**src/hw/rtl/bht_pkg.sv**
```systemverilog
// ----------------------------------------------------------------------------
// bht_pkg: shared types and constants for the bucketed hash table
// Register indexes, status codes, hash modes and controller commands.
// ----------------------------------------------------------------------------
package bht_pkg;

	localparam int DEF_MAX_BUCKETS = 16;
	localparam int DEF_MAX_SLOTS = 4;
	localparam int DEF_SPILL_DEPTH = 8;
	localparam int DEF_RECORD_VALUE_WIDTH = 32;

	localparam logic [1:0] REG_NUM_BUCKETS = 2'd0;
	localparam logic [1:0] REG_BUCKET_SIZE = 2'd1;
	localparam logic [1:0] REG_HASH_MODE = 2'd2;

	localparam logic [1:0] HASH_MOD = 2'd0;
	localparam logic [1:0] HASH_MID = 2'd1;
	localparam logic [1:0] HASH_LIN = 2'd2;
	localparam logic [1:0] HASH_UNUSED = 2'd3;

	localparam logic CMD_INSERT = 1'b0;
	localparam logic CMD_SEARCH = 1'b1;

	localparam logic [2:0] ST_STORED = 3'd0;
	localparam logic [2:0] ST_STORED_OVF = 3'd1;
	localparam logic [2:0] ST_FULL = 3'd2;
	localparam logic [2:0] ST_FOUND = 3'd3;
	localparam logic [2:0] ST_FOUND_OVF = 3'd4;
	localparam logic [2:0] ST_ABSENT = 3'd5;

	// Commands from the controller to the datapath.
	typedef struct packed {
		logic load;       // capture input word, start hash
		logic hash_step;  // advance hashing unit
		logic slot_rd;    // issue bucket slot read
		logic slot_chk;   // evaluate returned slot
		logic spill_rd;   // issue overflow read
		logic spill_chk;  // evaluate returned overflow entry
		logic finish;     // load the result register
	} bht_cmd_t;

	// Status from the datapath to the controller.
	typedef struct packed {
		logic hash_done;
		logic bad_mode;
		logic slot_last;
		logic spill_last;
		logic hit;        // slot/entry check decides the outcome
		logic stop;       // bucket scan ends without result (empty slot on search)
	} bht_sts_t;

endpackage

```
**src/hw/rtl/bht_ctrl.sv**
```systemverilog
// ----------------------------------------------------------------------------
// bht_ctrl: controller state machine
// Sequences hashing, bucket scan, overflow scan and result hand-off.
// ----------------------------------------------------------------------------
module bht_ctrl import bht_pkg::*; (
	input  logic     clk,
	input  logic     arst_n,
	input  logic     in_valid,
	output logic     in_ready,
	input  logic     out_busy,
	input  bht_sts_t sts,
	output bht_cmd_t cmd
);
	localparam logic [2:0] S_IDLE = 3'd0;
	localparam logic [2:0] S_HASH = 3'd1;
	localparam logic [2:0] S_SRD = 3'd2;
	localparam logic [2:0] S_SCHK = 3'd3;
	localparam logic [2:0] S_ORD = 3'd4;
	localparam logic [2:0] S_OCHK = 3'd5;
	localparam logic [2:0] S_DONE = 3'd6;

	logic [2:0] state_q, state_d;

	assign in_ready = (state_q == S_IDLE);

	// Next state and commands.
	always_comb begin
		state_d = state_q;
		cmd = '0;
		unique case (state_q)
			S_IDLE: begin
				if (in_valid) begin
					cmd.load = 1'b1;
					state_d = S_HASH;
				end
			end
			S_HASH: begin
				cmd.hash_step = 1'b1;
				if (sts.hash_done) state_d = sts.bad_mode ? S_DONE : S_SRD;
			end
			S_SRD: begin
				cmd.slot_rd = 1'b1;
				state_d = S_SCHK;
			end
			S_SCHK: begin
				cmd.slot_chk = 1'b1;
				if (sts.hit || sts.stop) state_d = S_DONE;
				else if (sts.slot_last) state_d = S_ORD;
				else state_d = S_SRD;
			end
			S_ORD: begin
				cmd.spill_rd = 1'b1;
				state_d = S_OCHK;
			end
			S_OCHK: begin
				cmd.spill_chk = 1'b1;
				if (sts.hit || sts.spill_last) state_d = S_DONE;
				else state_d = S_ORD;
			end
			S_DONE: begin
				if (!out_busy) begin
					cmd.finish = 1'b1;
					state_d = S_IDLE;
				end
			end
			default: state_d = S_IDLE;
		endcase
	end

	always_ff @(posedge clk or negedge arst_n) begin
		if (!arst_n) state_q <= S_IDLE;
		else state_q <= state_d;
	end
endmodule

```
**config.mk**
```make
export PLATFORM = sky130hd
export DESIGN_NAME = bht_ctrl
export DESIGN_NICKNAME = d
export VERILOG_FILES = /design/src/hw/rtl/bht_pkg.sv /design/src/hw/rtl/bht_ctrl.sv
export SDC_FILE = /design/constraint.sdc
export NUM_CORES = 1
export LEC_CHECK = 0
export ABC_AREA = 1
export ABC_CLOCK_PERIOD_IN_PS = 900
export CORE_AREA = 5 5 42 44
export CTS_BUF_LIST = sky130_fd_sc_hd__clkbuf_8
export CTS_CLUSTER_SIZE = 30
export DETAILED_ROUTE_END_ITERATION = 10
export DIE_AREA = 0 0 47 49
export DONT_BUFFER_PORTS = 1
export PLACE_DENSITY_LB_ADDON = 0.2
export SLEW_MARGIN = 20
export SYNTH_ARGS = -nofsm -noshare
export SYNTH_HDL_FRONTEND = slang
export SYNTH_SLANG_ARGS = --single-unit
```
**constraint.sdc**
```tcl
create_clock -name clk -period 0.9 [get_ports clk]
set_input_delay 0.045 -clock clk [delete_from_list [all_inputs] [get_ports clk]]
set_output_delay 0.045 -clock clk [all_outputs]
set_load 0.05 [all_outputs]
```
# [Yosys cells after proc, flatten, opt, wreduce, memory -nomap -nowiden]
# Cells that the tools add are included.
[classes] n_eq_ne=9 muxes=17 reduce_logical=4
[ops] operator="$pmux 3 s7" count=1
[ops] operator="$mux 3" count=6
[ops] operator="$eq 3x3->1 const B" count=3
[ops] operator="$mux 1" count=9
[ops] operator="$eq 3x2->1 const B" count=2
[ops] operator="$ne 2x2->1 const B" count=3
[ops] operator="$eq 3x1->1 const B" count=1
[ops] operator="$logic_not 3->1" count=1
[ops] operator="$reduce_and 3->1" count=1
[ops] operator="$logic_or 1x1->1" count=2
[ops] operator="$mux 2" count=1
[totals] in_bits=10 wordCells=31 output_inout_bits=8 regBits=3

# [Logic depth before layout (Yosys ltp)]
# Gate-level depths: netlist (run 1).
[logic_depth] depth_word=3 ltp_mapped=8 mapped_depth_nobuf=7

# [Least setup slack after synthesis (run 1)]
# Ideal clock, no wire load.
[synth_path] path_kind="register -> output" startpoint="reg state_q[1]" endpoint="out cmd[1] (netlist bit)" t_required_ps=855 arrival_ps=1588 path_slack_ps=-733 stages_incl_launch_ff=3 path_buffers=1 path_cell_list="dfrtp_1 > buf_6 > nor3_1"
[synth_lines] element="from (decl)" line_no="bht_ctrl.sv:22" source="logic [2:0] state_q, state_d;"
[synth_lines] element="from (signal assigned)" line_no="bht_ctrl.sv:72" source="else state_q <= state_d;"
[synth_lines] element="to (decl)" line_no="bht_ctrl.sv:12" source="output bht_cmd_t cmd"

==> results of run 1 <==
-- report_power, final --
part | internal (uW) | switching, uW | total [uW]
clock network | 291 | 97.9 | 389
logic | 1160 | 1340 | 2500
registers | 220 | 158 | 378
-- per-stage QoR --
step	setup TNS, ps	setup slack [ps]	total power, uW	cells
after floorplan	-1303	-242.5	1725	50
after CTS	-3560	-362.3	3199	90
after global placement	-2104	-273.5	2416	80
after global routing	-4153	-418.5	3492	91
final	-3509	-347.1	3268	91
after detailed placement	-2184	-286.5	2427	80
-- synthesized netlist by cell type (all sizes together) --
library cell  count  area share [%]
nand4             1             1.9
nand3b            1             2.2
nand3             9              21
inv              12              14
o21ai             1             1.5
a21oi             2             3.0
buf               2             6.7
nand2            10              12
nor2              5             9.4
dfrtp             3              22
nor3              3             4.5
clkinv            1             1.1
-- critical path, cell delays in order (launching register included) --
cell	delay, ps
dfrtp_2	470
nor2_2	150
nand2_2	110
nor2_4	110
buf_12	140
-- worst paths after layout --
check | start | to | depth (start not counted)
worst max-delay path | state_q[0]$_DFFE_PN0P_ | cmd[6] | 4
worst min-delay path | arst_n | state_q[2]$_DFFE_PN0P_ | 1
worst max register to register | state_q[1]$_DFFE_PN0P_ | state_q[1]$_DFFE_PN0P_ | 8
worst min register to register | state_q[0]$_DFFE_PN0P_ | state_q[0]$_DFFE_PN0P_ | 2
max in group asynchronous | arst_n | state_q[0]$_DFFE_PN0P_ | 1
min in group clk | out_busy | state_q[1]$_DFFE_PN0P_ | 2
-- metal layers --
metal	GRT usage, %	wire, um	share of wire [%]	vias to the layer above
li1	-	-	-	204
met1	11.89	389	40	168
met2	15.84	506	52	14
met3	2.214	48	4.9	3
met4	11.06	36	3.7	0
met5	0	0	0	-
-- area by class of cell --
class / count / area (um2) / share of cell area, %
clock buffer: 3 / 41.29 / 5.491
timing repair buffer: 23 / 275.3 / 36.61
tap: 16 / 20.02 / 2.662
sequential: 3 / 78.83 / 10.48
clock inverter: 1 / 3.754 / 0.4992
inverter: 13 / 67.56 / 8.985
multi-input combinational: 32 / 265.3 / 35.27
-- kinds of logic (layout without fill, tap and decap cells) --
logic type	after synthesis	after routing	synth area share [%]
buffers and inverters	15	40	22.10
AO/OA/AOI/OAI	3	3	4.493
flip-flops	3	3	22.47
AND/OR/NAND/NOR	29	29	50.94
-- timing repair --
action | CTS | global route
pin swaps | 5 | 4
gates resized for setup | 14 | 6
setup buffers | 5 | 1
gates cloned | 0 | 0
hold buffers | 1 | 0
endpoints found under the setup margin | 11 | 11
hold endpoints to repair | 3 | 0
==> results.sh, run 1 <==
export IMPL_status="complete, but fails checks"
export IMPL_violations="negative setup slack"
export IMPL_vias=389
export IMPL_worst_pin_slew_ps=248.4
export IMPL_first_pass_iters=4
export IMPL_min_period_ps=1247
export IMPL_clockBufferDepth=2
export IMPL_gr_total_overflow=0
export IMPL_dieArea_um2=2303
export IMPL_drive_gt1_share_pct=69.33
export IMPL_grt_first_pass_wirelength_um=1738
export IMPL_clkSinkCount=3
export IMPL_r2r_slack_ps=-330
export IMPL_p_per_area_nw_per_um2=4345
export IMPL_finClkSkew_ps=5.000
export IMPL_fillCellCount=142
export IMPL_drc=0
export IMPL_cts_buffers=3
export IMPL_synth_cell_types=18
export IMPL_layout_common_cells="buf_6, buf_4, inv_1"
export IMPL_die_w_um=47
export IMPL_regMostFlops="state_q"
export IMPL_areaGrowthSynthToFinish_pct=125.1
export IMPL_postPlaceCellArea_um2=583.1
export IMPL_grt_usage_pct=10.85
export IMPL_required_ps=850
export IMPL_antenna_cells=0
export IMPL_crit_type="reg -> out"
export IMPL_rsz0062_at_grt="yes"
export IMPL_initial_core_util_pct=23.84
export IMPL_period_share_pct=138.6
export IMPL_path_clk_slew_ps=30
export IMPL_clk_latency_ps=220
export IMPL_cp_arrival_ps=1200
export IMPL_whs_ps=77.30
export IMPL_reg_largest_list="state_q (3)"
export IMPL_gp_congestion=0.7697
export IMPL_core_area_um2=1401
export IMPL_final_area_um2=752.0
export IMPL_viasPerCell=4.275
export IMPL_io_buffers=0
export IMPL_antenna_found_initial=0
export IMPL_synth_net_count=60
export IMPL_syn_avg_cell_area_um2=6.681
export IMPL_num_nets_final=86
export IMPL_wl_per_cell_um=10.77
export IMPL_drt_iter0_drc=1
export IMPL_root_buffer="clkbuf_8"
export IMPL_setup_slack_ps=-347.1
export IMPL_hold_violations=0
export IMPL_largest_reg_flops=3
export IMPL_ys_warn_count=0
export IMPL_slew_viol_final=0
export IMPL_fp_dieH_um=49
export IMPL_drt_total_wl_um=980
export IMPL_ys_ff_latch=3
export IMPL_maxCapViolCount=0
export IMPL_endpoint_kind="output port"
export IMPL_synthCells=50
export IMPL_synth_seq_area_share_pct=22.47
export IMPL_max_slew_margin_pct=83.41
export IMPL_critPathLaunchType="register"
export IMPL_setup_viol=11
export IMPL_grt_pass1_vias=427
export IMPL_ir_drop_mv=1.922
export IMPL_io_pins=18
export IMPL_detail_route_antenna_nets=0
export IMPL_syn_area_um2=334.1
export IMPL_cts_tree="built"
export IMPL_fmaxAchievable_mhz=801.9
export IMPL_dpl_hpwl_um=720.7
export IMPL_final_util_pct=53.66
export IMPL_hold_path_class="in -> async"
export IMPL_path_max_fanout=6
export IMPL_grt_max_degree=9
export IMPL_rows=14
export IMPL_htree_levels=1
export IMPL_p_leak_uw=0.0003472
Note: power is estimated with default switching activity, not from simulation.
==> run 2, diff against run 1 <==
--- a/config.mk
+++ b/config.mk
@@ -8,9 +8,9 @@
 export ABC_AREA = 1
 export ABC_CLOCK_PERIOD_IN_PS = 900
-export CORE_AREA = 5 5 42 44
+export CORE_AREA = 8 8 45 47
 export CTS_BUF_LIST = sky130_fd_sc_hd__clkbuf_8
 export CTS_CLUSTER_SIZE = 30
 export DETAILED_ROUTE_END_ITERATION = 10
-export DIE_AREA = 0 0 47 49
+export DIE_AREA = 0 0 53 55
 export DONT_BUFFER_PORTS = 1
 export PLACE_DENSITY_LB_ADDON = 0.2
==> constraint.sdc (replaced) <==
create_clock -name clk -period 0.9 [get_ports clk]
set_input_delay 0.18 -clock clk [delete_from_list [all_inputs] [get_ports clk]]
set_output_delay 0.18 -clock clk [all_outputs]
set_load 0.05 [all_outputs]
==> run 2 against run 1 <==
The flow still finishes with violations (negative setup slack); die area up 27%; utilization down 5.5 points; sequential power down 1%; clock skew about the same; via count down 4.1%; setup slack worse by 120 ps; cell area down 11%; combinational power down 14%; non-clock buffer count down 5.
==> results.sh, run 2 (synthesis gave the netlist of run 1 again) <==
export IMPL_layout_common_cells="buf_4, inv_1, nand2_1"
export IMPL_cp_arrival_ps=1190
export IMPL_dieArea_um2=2915
export IMPL_root_buffer="clkbuf_8"
export IMPL_gr_total_overflow=0
export IMPL_path_clk_slew_ps=30
export IMPL_rows=14
export IMPL_final_util_pct=48.19
export IMPL_antenna_cells=0
export IMPL_path_max_fanout=5
export IMPL_clkSinkCount=3
export IMPL_maxCapViolCount=0
export IMPL_first_pass_iters=2
export IMPL_required_ps=720
export IMPL_period_share_pct=151.7
export IMPL_viasPerCell=4.337
export IMPL_num_nets_final=81
export IMPL_vias=373
export IMPL_finClkSkew_ps=4.960
export IMPL_status="complete, but fails checks"
export IMPL_io_pins=18
export IMPL_endpoint_kind="output port"
export IMPL_regMostFlops="state_q"
export IMPL_hold_path_class="in -> reg"
export IMPL_initial_core_util_pct=24.14
export IMPL_io_buffers=0
export IMPL_largest_reg_flops=3
export IMPL_cts_tree="built"
export IMPL_violations="negative setup slack"
export IMPL_die_w_um=53
export IMPL_clk_latency_ps=220
export IMPL_cts_buffers=3
export IMPL_gp_congestion=0.7451
export IMPL_dpl_hpwl_um=766.7
export IMPL_final_area_um2=666.9
export IMPL_core_area_um2=1384
export IMPL_hold_violations=0
export IMPL_htree_levels=1
export IMPL_drive_gt1_share_pct=62.86
export IMPL_drt_iter0_drc=2
export IMPL_drt_total_wl_um=951
export IMPL_clockBufferDepth=2
export IMPL_final_common_cell="buf_4"
export IMPL_detail_route_antenna_nets=0
export IMPL_max_slew_margin_pct=83.29
export IMPL_slew_viol_final=0
export IMPL_grt_first_pass_wirelength_um=1621
export IMPL_p_leak_uw=0.0003178
export IMPL_grt_max_degree=9
export IMPL_crit_type="reg -> out"
export IMPL_drc=0
export IMPL_rsz0062_at_grt="yes"
export IMPL_setup_slack_ps=-465.3
export IMPL_postPlaceCellArea_um2=565.5
export IMPL_antenna_found_initial=0
export IMPL_worst_pin_slew_ps=250.2
export IMPL_critPathLaunchType="register"
export IMPL_fp_dieH_um=55
export IMPL_setup_viol=11
export IMPL_p_per_area_nw_per_um2=4355
export IMPL_min_period_ps=1365
export IMPL_fmaxAchievable_mhz=732.4
export IMPL_grt_usage_pct=7.608
export IMPL_reg_largest_list="state_q (3)"
export IMPL_grt_pass1_vias=384
export IMPL_wl_per_cell_um=11.06
export IMPL_areaGrowthSynthToFinish_pct=99.63
export IMPL_ir_drop_mv=1.636
run 2: critical path: stages (launching register included):
cell and delay, ps:
dfrtp_2 460, buf_4 170, nand3_2 100, clkinvlp_4 240
run 2: layer usage:
layer,routed length (um),track usage [%]
met1,364,7.328
met2,474,12.70
met3,83,3.743
met4,29,5.172
met5,0,0
run 2: per-stage QoR:
step / setup TNS, ps / std cells / setup WS (ps) / total power (uW) / hold slack (ps)
CTS: -4559 / 86 / -473.3 / 2944 / 175.2
finish: -4448 / 86 / -465.3 / 2904 / 174.0
global route: -4993 / 86 / -508.8 / 3095 / 183.2
detailed placement: -3614 / 76 / -390.0 / 2346 / -115.5
floorplan: -2398 / 50 / -292.6 / 1787 / -115.6
global placement: -3613 / 76 / -385.2 / 2340 / -115.5
run 2: layout make-up:
class | instances | area [um2]
well taps | 16 | 20.02
fillers | 130 | 716.9
inverters | 13 | 67.56
flip-flops and latches | 3 | 78.83
clock buffers | 3 | 41.29
multi-input cells | 32 | 251.5
repair buffers | 18 | 203.9
clock inverters | 1 | 3.754
run 2: worst paths after layout:
path | startpoint | endpoint | slack (ps) | cells after the start
max | state_q[0]$_DFFE_PN0P_ | cmd[5] | -470 | 3
min | out_busy | state_q[1]$_DFFE_PN0P_ | 170 | 2
max reg2reg | state_q[1]$_DFFE_PN0P_ | state_q[1]$_DFFE_PN0P_ | -360 | 8
min reg2reg | state_q[0]$_DFFE_PN0P_ | state_q[0]$_DFFE_PN0P_ | 700 | 2
max in group asynchronous | arst_n | state_q[1]$_DFFE_PN0P_ | 510 | 1
min in group asynchronous | arst_n | state_q[0]$_DFFE_PN0P_ | 220 | 1
run 2: report_power, final:
part / internal (uW) / switching (uW) / total [uW]
clock: 290 / 89.8 / 380
combinational: 906 / 1240 / 2150
sequential: 220 / 153 / 374
total: 1420 / 1490 / 2900
run 2: what timing repair did:
action	in CTS	in global routing
endpoints found under the setup margin	11	11
setup buffers	5	0
pin swaps	6	1
gates resized for setup	4	0
hold buffers	1	0
endpoints found under the hold margin	3	0
